File: src/hdl/nrhp_pkg.sv
// Codes, characters and pattern lookups for the caster response header parser.
// No dependencies.
`default_nettype none

package nrhp_pkg;

    // Input word function codes
    localparam logic [1:0] FUNC_CONNECT    = 2'd0;
    localparam logic [1:0] FUNC_BYTE       = 2'd1;
    localparam logic [1:0] FUNC_DISCONNECT = 2'd2;
    localparam logic [1:0] FUNC_STOP       = 2'd3;

    // Session modes
    localparam logic [1:0] MODE_IDLE   = 2'd0;
    localparam logic [1:0] MODE_HEADER = 2'd1;
    localparam logic [1:0] MODE_STREAM = 2'd2;

    // Error codes
    localparam logic [2:0] ERR_NONE      = 3'd0;
    localparam logic [2:0] ERR_NO_EOL    = 3'd1;
    localparam logic [2:0] ERR_TABLE     = 3'd2;
    localparam logic [2:0] ERR_REJECTED  = 3'd3;
    localparam logic [2:0] ERR_TOO_LARGE = 3'd4;

    // Blank line tracker states
    localparam logic [2:0] BLANK_NONE   = 3'd0;
    localparam logic [2:0] BLANK_CR     = 3'd1;
    localparam logic [2:0] BLANK_CRLF   = 3'd2;
    localparam logic [2:0] BLANK_CRLFCR = 3'd3;
    localparam logic [2:0] BLANK_LF     = 3'd4;

    // Status line prefix tracker states (1..3 are partial matches)
    localparam logic [2:0] PREFIX_WAIT = 3'd0;
    localparam logic [2:0] PREFIX_HTTP = 3'd4;
    localparam logic [2:0] PREFIX_NONE = 3'd5;

    // Register indexes
    localparam logic REG_USE_HANDSHAKE = 1'b0;
    localparam logic REG_MAX_HEADER    = 1'b1;

    // Characters
    localparam logic [7:0] CH_TAB   = 8'h09;
    localparam logic [7:0] CH_LF    = 8'h0A;
    localparam logic [7:0] CH_VT    = 8'h0B;
    localparam logic [7:0] CH_FF    = 8'h0C;
    localparam logic [7:0] CH_CR    = 8'h0D;
    localparam logic [7:0] CH_SPACE = 8'h20;

    localparam logic [1:0] OK_LEN    = 2'd3;
    localparam logic [3:0] TABLE_LEN = 4'd11;

    typedef logic [1:0] mode_t;

    // "200"
    function automatic logic [7:0] ok_char(input logic [1:0] idx);
        logic [7:0] ch;
        unique case (idx)
            2'd0:    ch = "2";
            2'd1:    ch = "0";
            default: ch = "0";
        endcase
        return ch;
    endfunction

    // "SOURCETABLE"
    function automatic logic [7:0] table_char(input logic [3:0] idx);
        logic [7:0] ch;
        unique case (idx)
            4'd0:    ch = "S";
            4'd1:    ch = "O";
            4'd2:    ch = "U";
            4'd3:    ch = "R";
            4'd4:    ch = "C";
            4'd5:    ch = "E";
            4'd6:    ch = "T";
            4'd7:    ch = "A";
            4'd8:    ch = "B";
            4'd9:    ch = "L";
            4'd10:   ch = "E";
            default: ch = "S";
        endcase
        return ch;
    endfunction

    // "HTTP"
    function automatic logic [7:0] http_char(input logic [1:0] idx);
        logic [7:0] ch;
        unique case (idx)
            2'd0:    ch = "H";
            2'd1:    ch = "T";
            2'd2:    ch = "T";
            default: ch = "P";
        endcase
        return ch;
    endfunction

endpackage

`default_nettype wire

File: src/hdl/ntrip_response_header_parser.sv
// Caster response header parser with payload pass-through (top level).
// Depends on nrhp_pkg.
//
//  channel  | direction | handshake            | word
//  ---------+-----------+----------------------+------------------------------------------
//  in       | sink      | in_valid / in_ready  | func, rx_byte
//  out      | source    | out_valid/out_ready  | payload_valid, payload_byte, total_payload,
//           |           |                      | link_changed, link_up, error_code
//  apb      | slave     | psel/penable/pready  | use_handshake @0x0, max_header_bytes @0x4
//
// Every input word gives exactly one output word, shown in the cycle after acceptance.
// One word is accepted per cycle while in_ready is high: the session state and result
// register update at the same edge, set by the byte matchers and the header count compare
// in front of them. in_ready drops only while a result is held and out_ready is low.
// rst_n clears the session state and the output valid at once; no clearing pass.
`default_nettype none

module ntrip_response_header_parser #(
    parameter int COUNT_BITS = 16,
    parameter int TOTAL_BITS = 32
) (
    input  wire logic        clk,
    input  wire logic        rst_n,

    input  wire logic        in_valid,
    output logic             in_ready,
    input  wire logic [1:0]  func,
    input  wire logic [7:0]  rx_byte,

    output logic             out_valid,
    input  wire logic        out_ready,
    output logic             payload_valid,
    output logic [7:0]       payload_byte,
    output logic [31:0]      total_payload,
    output logic             link_changed,
    output logic             link_up,
    output logic [2:0]       error_code,

    input  wire logic        psel,
    input  wire logic        penable,
    input  wire logic        pwrite,
    input  wire logic [2:0]  paddr,
    input  wire logic [31:0] pwdata,
    output logic [31:0]      prdata,
    output logic             pready
);

    import nrhp_pkg::*;

    // ---------------------------------------------------------------
    // Configuration registers
    // ---------------------------------------------------------------
    logic        use_hs_reg;
    logic [15:0] max_hdr_reg;
    logic        cfg_write;

    assign pready    = 1'b1;
    assign cfg_write = psel && penable && pwrite;

    always_ff @(posedge clk or negedge rst_n) begin
        if (!rst_n)
        begin
            use_hs_reg  <= 1'b1;
            max_hdr_reg <= 16'd8192;
        end
        else if (cfg_write)
        begin
            if (paddr[2] == REG_USE_HANDSHAKE)
            begin
                use_hs_reg <= pwdata[0];
            end
            else
            begin
                max_hdr_reg <= pwdata[15:0];
            end
        end
    end

    always_comb begin
        if (paddr[2] == REG_MAX_HEADER)
        begin
            prdata = {16'd0, max_hdr_reg};
        end
        else
        begin
            prdata = {31'd0, use_hs_reg};
        end
    end

    // ---------------------------------------------------------------
    // Session state
    // ---------------------------------------------------------------
    mode_t                  mode_reg,        mode_next;
    logic                   in_hdr_reg,      in_hdr_next;
    logic [COUNT_BITS-1:0]  hdr_cnt_reg,     hdr_cnt_next;
    logic [2:0]             prefix_reg,      prefix_next;
    logic [1:0]             ok_match_reg,    ok_match_next;
    logic                   ok_seen_reg,     ok_seen_next;
    logic [3:0]             table_match_reg, table_match_next;
    logic                   table_seen_reg,  table_seen_next;
    logic [2:0]             blank_reg,       blank_next;
    logic [TOTAL_BITS-1:0]  total_reg,       total_next;

    // Result register
    logic                   out_valid_reg;
    logic                   pv_reg,  pv_next;
    logic [7:0]             pb_reg,  pb_next;
    logic                   chg_reg, chg_next;
    logic                   up_reg,  up_next;
    logic [2:0]             err_reg, err_next;

    logic accept;

    // Take a new word whenever the result slot is empty or drains this cycle
    assign in_ready = !out_valid_reg || out_ready;
    assign accept   = in_valid && in_ready;

    // ---------------------------------------------------------------
    // Per-byte matchers
    // ---------------------------------------------------------------
    logic       is_lf;
    logic       is_cr;
    logic       is_space;
    logic       blank_hit;
    logic [2:0] blank_step;
    logic [1:0] ok_step;
    logic       ok_seen_step;
    logic [3:0] table_idx;
    logic [3:0] table_step;
    logic       table_seen_step;
    logic [2:0] prefix_step;
    logic       over;

    assign is_lf    = (rx_byte == CH_LF);
    assign is_cr    = (rx_byte == CH_CR);
    assign is_space = (rx_byte == CH_SPACE) || (rx_byte == CH_TAB) || is_cr
                   || (rx_byte == CH_VT) || (rx_byte == CH_FF);

    // Limit check uses the count before this byte
    assign over = (32'(hdr_cnt_reg) >= 32'(max_hdr_reg));

    // Blank line: CRLFCRLF, CRLFLF or LFLF, tracked across the whole response
    always_comb begin
        blank_hit  = 1'b0;
        blank_step = BLANK_NONE;
        if (is_lf)
        begin
            if ((blank_reg == BLANK_CRLF) || (blank_reg == BLANK_CRLFCR)
                || (blank_reg == BLANK_LF))
            begin
                blank_hit  = 1'b1;
                blank_step = BLANK_NONE;
            end
            else if (blank_reg == BLANK_CR)
            begin
                blank_step = BLANK_CRLF;
            end
            else
            begin
                blank_step = BLANK_LF;
            end
        end
        else if (is_cr)
        begin
            blank_step = (blank_reg == BLANK_CRLF) ? BLANK_CRLFCR : BLANK_CR;
        end
    end

    // "200" anywhere on the status line
    always_comb begin
        ok_seen_step = ok_seen_reg;
        if (rx_byte == ok_char(ok_match_reg))
        begin
            if (ok_match_reg == OK_LEN - 2'd1)
            begin
                ok_step      = 2'd0;
                ok_seen_step = 1'b1;
            end
            else
            begin
                ok_step = ok_match_reg + 2'd1;
            end
        end
        else
        begin
            ok_step = (rx_byte == ok_char(2'd0)) ? 2'd1 : 2'd0;
        end
    end

    // "SOURCETABLE" anywhere on the status line
    assign table_idx = (table_match_reg < TABLE_LEN) ? table_match_reg : 4'd0;

    always_comb begin
        table_seen_step = table_seen_reg;
        if (rx_byte == table_char(table_idx))
        begin
            if (table_idx == TABLE_LEN - 4'd1)
            begin
                table_step      = 4'd0;
                table_seen_step = 1'b1;
            end
            else
            begin
                table_step = table_idx + 4'd1;
            end
        end
        else
        begin
            table_step = (rx_byte == table_char(4'd0)) ? 4'd1 : 4'd0;
        end
    end

    // "HTTP" at the trimmed start of the status line
    always_comb begin
        prefix_step = prefix_reg;
        if (prefix_reg == PREFIX_WAIT)
        begin
            if (!is_space)
            begin
                prefix_step = (rx_byte == http_char(2'd0)) ? 3'd1 : PREFIX_NONE;
            end
        end
        else if (prefix_reg < PREFIX_HTTP)
        begin
            prefix_step = (rx_byte == http_char(prefix_reg[1:0])) ? prefix_reg + 3'd1
                                                                   : PREFIX_NONE;
        end
    end

    // ---------------------------------------------------------------
    // Word processing
    // ---------------------------------------------------------------
    always_comb begin
        logic do_clear;
        logic go_stream;

        do_clear         = 1'b0;
        go_stream        = 1'b0;
        mode_next        = mode_reg;
        in_hdr_next      = in_hdr_reg;
        hdr_cnt_next     = hdr_cnt_reg;
        prefix_next      = prefix_reg;
        ok_match_next    = ok_match_reg;
        ok_seen_next     = ok_seen_reg;
        table_match_next = table_match_reg;
        table_seen_next  = table_seen_reg;
        blank_next       = blank_reg;
        total_next       = total_reg;
        pv_next          = 1'b0;
        pb_next          = 8'd0;
        chg_next         = 1'b0;
        up_next          = 1'b0;
        err_next         = ERR_NONE;

        unique case (func)
            FUNC_CONNECT:
            begin
                do_clear   = 1'b1;
                total_next = '0;
                if (use_hs_reg)
                begin
                    mode_next = MODE_HEADER;
                end
                else
                begin
                    mode_next = MODE_STREAM;
                    chg_next  = 1'b1;
                    up_next   = 1'b1;
                end
            end
            FUNC_DISCONNECT:
            begin
                // Report link down only when a session was open
                chg_next  = (mode_reg != MODE_IDLE);
                mode_next = MODE_IDLE;
                do_clear  = 1'b1;
            end
            FUNC_STOP:
            begin
                mode_next = MODE_IDLE;
                do_clear  = 1'b1;
            end
            FUNC_BYTE:
            begin
                if (mode_reg == MODE_STREAM)
                begin
                    pv_next = 1'b1;
                    pb_next = rx_byte;
                    if (total_reg != '1)
                    begin
                        total_next = total_reg + 1'b1;
                    end
                end
                else if (mode_reg == MODE_HEADER)
                begin
                    if (hdr_cnt_reg != '1)
                    begin
                        hdr_cnt_next = hdr_cnt_reg + 1'b1;
                    end
                    blank_next = blank_step;

                    if (in_hdr_reg)
                    begin
                        // Blank line on the same byte wins over the limit
                        if (blank_hit)
                        begin
                            go_stream = 1'b1;
                        end
                        else if (over)
                        begin
                            err_next = ERR_TOO_LARGE;
                        end
                    end
                    else if (is_lf)
                    begin
                        if (table_seen_reg)
                        begin
                            err_next = ERR_TABLE;
                        end
                        else if (!ok_seen_reg)
                        begin
                            err_next = ERR_REJECTED;
                        end
                        else if (prefix_reg == PREFIX_HTTP)
                        begin
                            in_hdr_next = 1'b1;
                            if (over)
                            begin
                                err_next = ERR_TOO_LARGE;
                            end
                        end
                        else
                        begin
                            go_stream = 1'b1;
                        end
                    end
                    else
                    begin
                        ok_match_next    = ok_step;
                        ok_seen_next     = ok_seen_step;
                        table_match_next = table_step;
                        table_seen_next  = table_seen_step;
                        prefix_next      = prefix_step;
                        if (over)
                        begin
                            err_next = ERR_NO_EOL;
                        end
                    end

                    if (err_next != ERR_NONE)
                    begin
                        mode_next = MODE_IDLE;
                        do_clear  = 1'b1;
                    end
                    else if (go_stream)
                    begin
                        mode_next = MODE_STREAM;
                        chg_next  = 1'b1;
                        up_next   = 1'b1;
                        do_clear  = 1'b1;
                    end
                end
            end
        endcase

        // Drop all header tracking
        if (do_clear)
        begin
            in_hdr_next      = 1'b0;
            hdr_cnt_next     = '0;
            prefix_next      = PREFIX_WAIT;
            ok_match_next    = 2'd0;
            ok_seen_next     = 1'b0;
            table_match_next = 4'd0;
            table_seen_next  = 1'b0;
            blank_next       = BLANK_NONE;
        end
    end

    always_ff @(posedge clk or negedge rst_n) begin
        if (!rst_n)
        begin
            mode_reg        <= MODE_IDLE;
            in_hdr_reg      <= 1'b0;
            hdr_cnt_reg     <= '0;
            prefix_reg      <= PREFIX_WAIT;
            ok_match_reg    <= 2'd0;
            ok_seen_reg     <= 1'b0;
            table_match_reg <= 4'd0;
            table_seen_reg  <= 1'b0;
            blank_reg       <= BLANK_NONE;
            total_reg       <= '0;
        end
        else if (accept)
        begin
            mode_reg        <= mode_next;
            in_hdr_reg      <= in_hdr_next;
            hdr_cnt_reg     <= hdr_cnt_next;
            prefix_reg      <= prefix_next;
            ok_match_reg    <= ok_match_next;
            ok_seen_reg     <= ok_seen_next;
            table_match_reg <= table_match_next;
            table_seen_reg  <= table_seen_next;
            blank_reg       <= blank_next;
            total_reg       <= total_next;
        end
    end

    // ---------------------------------------------------------------
    // Output word register
    // ---------------------------------------------------------------
    always_ff @(posedge clk or negedge rst_n) begin
        if (!rst_n)
        begin
            out_valid_reg <= 1'b0;
        end
        else if (accept)
        begin
            out_valid_reg <= 1'b1;
        end
        else if (out_ready)
        begin
            out_valid_reg <= 1'b0;
        end
    end

    // Hold the payload while stalled; load on every accepted word
    always_ff @(posedge clk) begin
        if (accept)
        begin
            pv_reg  <= pv_next;
            pb_reg  <= pb_next;
            chg_reg <= chg_next;
            up_reg  <= up_next;
            err_reg <= err_next;
        end
    end

    logic [63:0] total_wide;
    logic [31:0] total_out_reg;

    // The count reported is the low 32 bits of the session count
    assign total_wide = 64'(total_next);

    always_ff @(posedge clk) begin
        if (accept)
        begin
            total_out_reg <= total_wide[31:0];
        end
    end

    assign out_valid     = out_valid_reg;
    assign payload_valid = pv_reg;
    assign payload_byte  = pb_reg;
    assign total_payload = total_out_reg;
    assign link_changed  = chg_reg;
    assign link_up       = up_reg;
    assign error_code    = err_reg;

endmodule

`default_nettype wire

File: config.mk
export PLATFORM = sky130hd
export DESIGN_NAME = ntrip_response_header_parser
export DESIGN_NICKNAME = d
export VERILOG_FILES = /design/src/hdl/nrhp_pkg.sv /design/src/hdl/ntrip_response_header_parser.sv
export SDC_FILE = /design/constraint.sdc
export NUM_CORES = 1
export LEC_CHECK = 0
export BUFFER_PORTS_ARGS = -buffer_cell sky130_fd_sc_hd__buf_2
export CORE_AREA = 8 8 120 122
export DETAILED_ROUTE_END_ITERATION = 16
export DIE_AREA = 0 0 128 130
export PLACE_DENSITY = 0.95
export SLEW_MARGIN = 10
export SYNTH_ARGS = -nofsm -noshare
export SYNTH_HDL_FRONTEND = slang
export SYNTH_SLANG_ARGS = --single-unit
File: constraint.sdc
create_clock -name clk -period 6.15 [get_ports clk]
set_clock_uncertainty 0.1 [all_clocks]
set_input_delay 0.3075 -clock clk [delete_from_list [all_inputs] [get_ports clk]]
set_output_delay 0.3075 -clock clk [all_outputs]
set_load 0.05 [all_outputs]
==> impl_metrics.yaml, run 1 <==
finish:
  n_antenna_cell: 0
  most_frequent_standard_cell_in_the_layout_excluding_fill_and_tap_cells: "buf_2"
  post_route_cells_drive_above_1_share_pct: 20.12
  most_frequent_cells_in_the_layout: "96 x buf_2, 81 x dfrtp_1, 69 x nor2_1"
  post_route_non_filler_standard_cell_count: 1027
  area_growth_syn_to_layout_pct: 14.38
  num-nets-final: 920
  post-route-util_pct: 68.62
sta:
  tightest_slew_ps: 1085
  worst_slew_margin_relative_to_its_limit_pct: 27.48
  finalHoldViolations: 15
  period_needed_ps: 3485
  setup_total_negative_slack_ps: 0
  post_route_clock_period_utilization_pct: 56.67
  setup_viol: 0
  hold_slack_ps: -39.00
  max_freq_mhz: 286.9
  grt_setup_unrepaired: "no"
  setup_ws_ps: 2665
  timing.final.max_slew_violations: 0
critical_path:
  critPathRequiredTime_ps: 6330
  worstPathArrival_ps: 3670
  crit_path_max_fanout: 13
  category_of_the_critical_setup_timing_path: "flop to flop"
  timing.critical_path.to_type: "flop"
  worst_setup_path_start_kind: "flop"
cts:
  ctsHoldBuffers: 0
  number_of_buffers_inserted_during_clock_tree_synthesis: 17
  clockRootBuffer: "clkbuf_16"
  count_of_buffers_added_by_post_cts_timing_repair_for_setup: 0
  clk_path_buf_depth: 2
  cts.htree.levels: 4
  clock_sink_count: 129
  clk_pin_slew_ps: 60
  cts_tree: "done"
  cts-resized-gates: 0
  clock_latency_ps: 420
placement:
  placement.setup.worst_slack_ps: 2755
  place.detailed.instances: 995
  globalplace.congestion: 0.8691
  buffer_ports.inserted: 97
  post-dp-hpwl_mm: 11.33
grt:
  grt_overflow: 0
  global_route_wire_length_before_repair_mm: 28.65
  maximum_number_of_pins_on_one_net_before_global_route_repair: 84
  all_layer_gr_usage_pct: 21.40
  antenna_found_initial: 0
  grt_pass1_vias: 5991
die:
  io_pins: 133
  dieWidth_um: 128
  die_area_mm2: 0.01664
  floorplan.die.height_um: 130
  placement_rows: 41
  placeableCoreArea_mm2: 0.01241
  initial_utilization_pct: 59.99
synth:
  netlist.area_leader.share_pct: 27.22
  synth_enable_flop_cells: 46
  synth.largest_area_cell: "dfrtp_1"
  synthesis.yosys.warnings: 0
  postSynth.asyncResetShare_pct: 64.34
  synth_seq_area_share_pct: 46.47
  synth.lib_cells_used.distinct: 80
  avgSynthCellArea_um2: 9.812
  synth-main-ff-cell: "dfrtp_1"
  synth.area.top_cells: "dfrtp_1 27%, edfxtp_1 19%, ha_1 4.4%, nor2_1 3.5%, xor2_1 3.4%"
  netlist_instances: 759
  synth_seq_cells: 129
  mappedNetlistArea_mm2: 0.007447
run_status:
  violations: "negative hold slack"
  run_status: "complete, but fails checks"
detailed_routing:
  routed_wirelength_mm: 17.18
  wl_per_cell_um: 16.73
  vias_per_cell: 5.943
  dr_total_vias: 6103
  drtAntennaViolNets: 0
  first_iter_violations: 697
  drtPass1Iterations: 5
  remaining_drc_errors: 0
power:
  ir_drop_v: 0.0002083
  leakagePower_nw: 3.688
  p_total_mw: 2.355
  power_density_of_the_placed_cells_mw_per_mm2: 276.5
hold_path:
  min_path_type: "primary input to async pin"
job:
  timing.max_cap.violations: 0
[per-stage QoR]
stage                     area [µm²]  hold slack (ps)
after floorplan                 7503           -88.09
after global placement          7950            370.2
after detailed placement        7950            375.3
after CTS                       8518            6.615
after global routing            8518            12.17
final                           8518           -39.00
[per-layer routing]
metal	vias up	global-route usage (%)	routed length, µm
met3	31	4.814	934
met1	3011	24.21	6690
met2	212	38.49	9282
met4	0	8.671	272
li1	2849	-	-
met5	-	0	0
[worst max-delay path, cell delays in order (launching register included)]
cell	delay, ps
dfstp_2	530
inv_1	40
ha_1	290
nand4_1	150
or3_1	440
o41a_1	450
and2_1	240
a31oi_1	700
buf_4	330
nor3_1	80
[cells by family (layout without fill, tap and decap cells)]
| kind of cell | after synthesis | after routing | share of synthesized area, % |
|---|---|---|---|
| adders and majority gates | 26 | 26 | 4.368 |
| and+or+nand+nor | 301 | 301 | 21.61 |
| DFF | 129 | 129 | 46.47 |
| buffers and inverters | 86 | 167 | 5.662 |
| other | 2 | 17 | 0.1008 |
| AOI/OAI and AO/OA | 144 | 144 | 12.82 |
| muxes | 19 | 19 | 2.856 |
| xor gates and xnor gates | 52 | 52 | 6.116 |
[path summary, 6_finish.rpt]
path                            cells after the start                             end                        start  slack, ps
max in group asynchronous                           1       total_reg[24]$_DFFE_PN0P_                        rst_n       5290
worst max register to register                      9      hdr_cnt_reg[9]$_DFFE_PN0P_  max_hdr_reg[13]$_DFFE_PN1P_       2660
worst max-delay path                                9      hdr_cnt_reg[9]$_DFFE_PN0P_  max_hdr_reg[13]$_DFFE_PN1P_       2660
min in group clk                                    2     max_hdr_reg[14]$_DFFE_PN0P_                   pwdata[14]         10
worst min-delay path                                1  table_match_reg[1]$_DFFE_PN0P_                        rst_n        -40
worst min register to register                      1     ok_match_reg[1]$_DFFE_PN0P_  ok_match_reg[1]$_DFFE_PN0P_        400
[cells in the mapped netlist, types with 5 or more instances]
| library cell | instances |
|---|---|
| dfrtp_1 | 81 |
| nor2_1 | 70 |
| nand2_1 | 65 |
| edfxtp_1 | 46 |
| o21ai_0 | 45 |
| inv_1 | 34 |
| nand3_1 | 32 |
| and2_1 | 29 |
| xor2_1 | 29 |
| clkbuf_1 | 26 |
| ha_1 | 26 |
| a21oi_1 | 25 |
| xnor2_1 | 23 |
| buf_4 | 19 |
| o31ai_1 | 19 |
| mux2_2 | 18 |
| nand4_1 | 17 |
| nor3_1 | 16 |
| a31oi_1 | 13 |
| and3_1 | 11 |
| nand2b_1 | 8 |
| or3_1 | 8 |
| and4_1 | 5 |
| nor3b_1 | 5 |
| o22ai_1 | 5 |
[area by class of cell]
type / instances / area (µm²)
timing repair buffer: 101 / 518.0
fill: 926 / 3896
clock buffer: 28 / 548.0
clock inverter: 4 / 20.02
tap: 172 / 215.2
sequential: 129 / 3461
inverter: 34 / 127.6
multi-input combinational: 559 / 3628
[report_power, final]
group / switching [mW] / total (mW) / leakage (nW) / internal [mW]
combinational: 0.288 / 0.404 / 1.83 / 0.116
clock: 0.356 / 0.957 / 0.285 / 0.601
sequential: 0.0424 / 0.995 / 1.57 / 0.953
total: 0.686 / 2.36 / 3.69 / 1.67
Power figures use the tool's default switching activity.
==> inputs of run 2 (changes only) <==
--- a/config.mk
+++ b/config.mk
@@ -5,11 +5,12 @@
 export SDC_FILE = /design/constraint.sdc
 export NUM_CORES = 1
 export LEC_CHECK = 0
+export ABC_AREA = 1
 export BUFFER_PORTS_ARGS = -buffer_cell sky130_fd_sc_hd__buf_2
-export CORE_AREA = 8 8 120 122
+export CORE_AREA = 8 8 133 135
 export DETAILED_ROUTE_END_ITERATION = 16
-export DIE_AREA = 0 0 128 130
-export PLACE_DENSITY = 0.95
+export DIE_AREA = 0 0 141 143
+export PLACE_DENSITY = 0.87
 export SLEW_MARGIN = 10
 export SYNTH_ARGS = -nofsm -noshare
 export SYNTH_HDL_FRONTEND = slang
==> constraint.sdc (replaced) <==
create_clock -name clk -period 2.8 [get_ports clk]
set_clock_uncertainty 0.1 [all_clocks]
set_input_delay 0.14 -clock clk [delete_from_list [all_inputs] [get_ports clk]]
set_output_delay 0.14 -clock clk [all_outputs]
set_load 0.05 [all_outputs]
==> run 2 against run 1 <==
  * The run now ends clean
  * Count of clock-buffer cells in the layout stayed put
  * Sequential share of layout area shrank 4.1 points
  * Via count grew 19%
  * Worst hold slack improved by 69 ps
  * First-iteration DRC count is 4.2% lower
  * Critical endpoint is now mode_reg[0]$_DFFE_PN0P_
==> impl_metrics.yaml, run 2 <==
grt:
  global_route_wire_length_before_repair_mm: 33.42
  antenna_found_initial: 0
  maximum_number_of_pins_on_one_net_before_global_route_repair: 101
  all_layer_gr_usage_pct: 20.51
  grt_pass1_vias: 7061
  grt_overflow: 0
critical_path:
  worst_setup_endpoint: "mode_reg[0]$_DFFE_PN0P_"
  rr_startpoint: "max_hdr_reg[13]$_DFFE_PN1P_"
  worstPathArrival_ps: 2750
  critPathRequiredTime_ps: 3000
  timing.critical_path.to_type: "flop"
  critical_path.cell_chain: "inv_1 -> ha_1 -> a21oi_1 -> o21ai_0 -> a21oi_2 -> nand2_1 -> a21oi_2 -> nand4_2 -> nand2_2 -> buf_4 -> inv_4 -> nand3_1 -> o21ai_1"
  critical_path.max_stage_delay_ps: 530
  worst_setup_path_start_kind: "flop"
  worstSetupStartpoint: "max_hdr_reg[13]$_DFFE_PN1P_"
  worst_path_max_delay_cell: "dfstp_2"
  critical_path.reg2reg.endpoint: "mode_reg[0]$_DFFE_PN0P_"
  reg2reg_slack_ps: 250
  crit_path_max_fanout: 10
  timing.reg2reg.worst_path_depth: 13
  cp_common_cell: "a21oi_2"
  category_of_the_critical_setup_timing_path: "flop to flop"
synth:
  synth-main-ff-cell: "dfrtp_1"
  mappedNetlistArea_mm2: 0.007989
  yosys.cell_count.top_type: "nand2_1"
  synth.lib_cells_used.distinct: 42
  synthTopCellsByCount: "215 x nand2_1, 142 x inv_1, 103 x nor2_1, 81 x dfrtp_1, 78 x nand3_1"
  synth.largest_area_cell: "dfrtp_1"
  synth.area.top_cells: "dfrtp_1 25%, edfxtp_1 17%, nand2_1 10%, inv_1 6.7%, nand3_1 4.9%"
  synth_seq_cells: 129
  synthesis.yosys.warnings: 0
  postSynth.asyncResetShare_pct: 64.34
  synth_enable_flop_cells: 46
  avgSynthCellArea_um2: 7.771
  synth_seq_area_share_pct: 43.32
  netlist_instances: 1028
  netlist.area_leader.share_pct: 25.37
sta:
  worst_slew_margin_relative_to_its_limit_pct: 31.24
  finalHoldViolations: 0
  setup_total_negative_slack_ps: 0
  post_route_clock_period_utilization_pct: 90.92
  period_needed_ps: 2546
  max_freq_mhz: 392.8
  tightest_slew_ps: 1031
  timing.final.max_slew_violations: 0
  hold_slack_ps: 30.27
  setup_viol: 0
  grt_setup_unrepaired: "no"
die:
  floorplan.die.height_um: 143
  io_pins: 133
  die_area_mm2: 0.02016
  dieWidth_um: 141
  placement_rows: 46
  placeableCoreArea_mm2: 0.01560
  initial_utilization_pct: 51.22
detailed_routing:
  drtAntennaViolNets: 0
  routed_wirelength_mm: 20.23
  remaining_drc_errors: 0
  dr_total_vias: 7263
  wl_per_cell_um: 14.67
  vias_per_cell: 5.267
  first_iter_violations: 668
  drtPass1Iterations: 8
cts:
  clock_latency_ps: 420
  number_of_buffers_inserted_during_clock_tree_synthesis: 17
  clockRootBuffer: "clkbuf_16"
  cts.htree.levels: 4
  clk_path_buf_depth: 2
  clock_sink_count: 129
  cts_tree: "done"
  clk_pin_slew_ps: 60
placement:
  buffer_ports.inserted: 97
  post-dp-hpwl_mm: 14.62
  globalplace.congestion: 0.9503
hold_path:
  min_path_type: "primary input to flop"
finish:
  post_route_cells_drive_above_1_share_pct: 15.39
  area_growth_syn_to_layout_pct: 18.54
  num-nets-final: 1228
  most_frequent_standard_cell_in_the_layout_excluding_fill_and_tap_cells: "nand2_1"
  most_frequent_cells_in_the_layout: "214 x nand2_1, 141 x inv_1, 102 x nor2_1"
  n_antenna_cell: 0
run_status:
  run_status: "finished, final reports clean"
power:
  power_density_of_the_placed_cells_mw_per_mm2: 643.9
  leakagePower_nw: 4.374
  ir_drop_v: 0.0004764
job:
  timing.max_cap.violations: 0
-- run 2: layer usage --
layer	GRT usage (%)	wire [µm]
met3	4.841	987
met1	23.38	8445
met4	8.145	477
met2	36.48	10320
met5	0	0
-- run 2: critical path, delay by kind of cell (launching register included) --
family | cells | cell delay [ps]
flip-flops | 1 | 530
AND/OR/NAND/NOR | 4 | 460
adder cells (fa/ha/maj) | 1 | 300
AO/OA/AOI/OAI | 5 | 720
buffers and inverters | 3 | 320
-- run 2: final cells by class --
class                   count  area (µm²)
fillers                  1383        6127
multi-input cells         720        3766
flip-flops and latches    129        3461
repair buffers            137       845.8
clock buffers              28       559.3
inverters                 145       548.0
well taps                 216       270.3
clock inverters             4       20.02
-- run 2: through the flow --
stage	setup WS [ps]	cells	power, mW	area, µm²	utilization (%)
after CTS	89.72	1379	6.119	9459	60.65
final	254.3	1379	6.098	9470	60.72
after detailed placement	104.2	1324	3.948	8650	55.45
after global placement	146.9	1324	3.895	8650	55.45
after global routing	19.34	1379	6.399	9470	60.72
after floorplan	27.59	1043	3.596	8046	-
-- run 2: timing repair --
action                                  4_1_cts  5_1_grt
endpoints found under the setup margin        0       26
endpoints found under the hold margin        66        0
setup buffers                                 0        0
resized for setup                             0        3
hold buffers                                 23        0
-- run 2: how the worst min path moves through the flow --
stage	from	endpoint	slack [ps]	cells after the start
global placement	rst_n	total_reg[16]$_DFFE_PN0P_	100	1
detailed placement	rst_n	total_reg[16]$_DFFE_PN0P_	100	1
finish	func[1]	total_reg[30]$_DFFE_PN0P_	30	3
floorplan	rst_n	blank_reg[0]$_DFFE_PN0P_	-260	0
CTS	func[0]	mode_reg[0]$_DFFE_PN0P_	4	4
global route	func[1]	total_reg[30]$_DFFE_PN0P_	40	3
-- run 2: cell families (layout without fill, tap and decap cells) --
group / Yosys count / in the layout / synth area share [%]
fa+ha+maj: 26 / 26 / 4.072
simple gates: 466 / 466 / 25.04
compound gates: 167 / 167 / 12.17
buf+inv: 194 / 314 / 10.48
flops: 129 / 129 / 43.32
other cells: 2 / 17 / 0.09401
xor+xnor: 44 / 44 / 4.824
-- run 2: power by group --
| part | internal [mW] | switching [mW] | total, mW |
|---|---|---|---|
| combinational | 0.429 | 1.12 | 1.55 |
| sequential | 2.23 | 0.181 | 2.41 |
| clock | 1.35 | 0.790 | 2.14 |
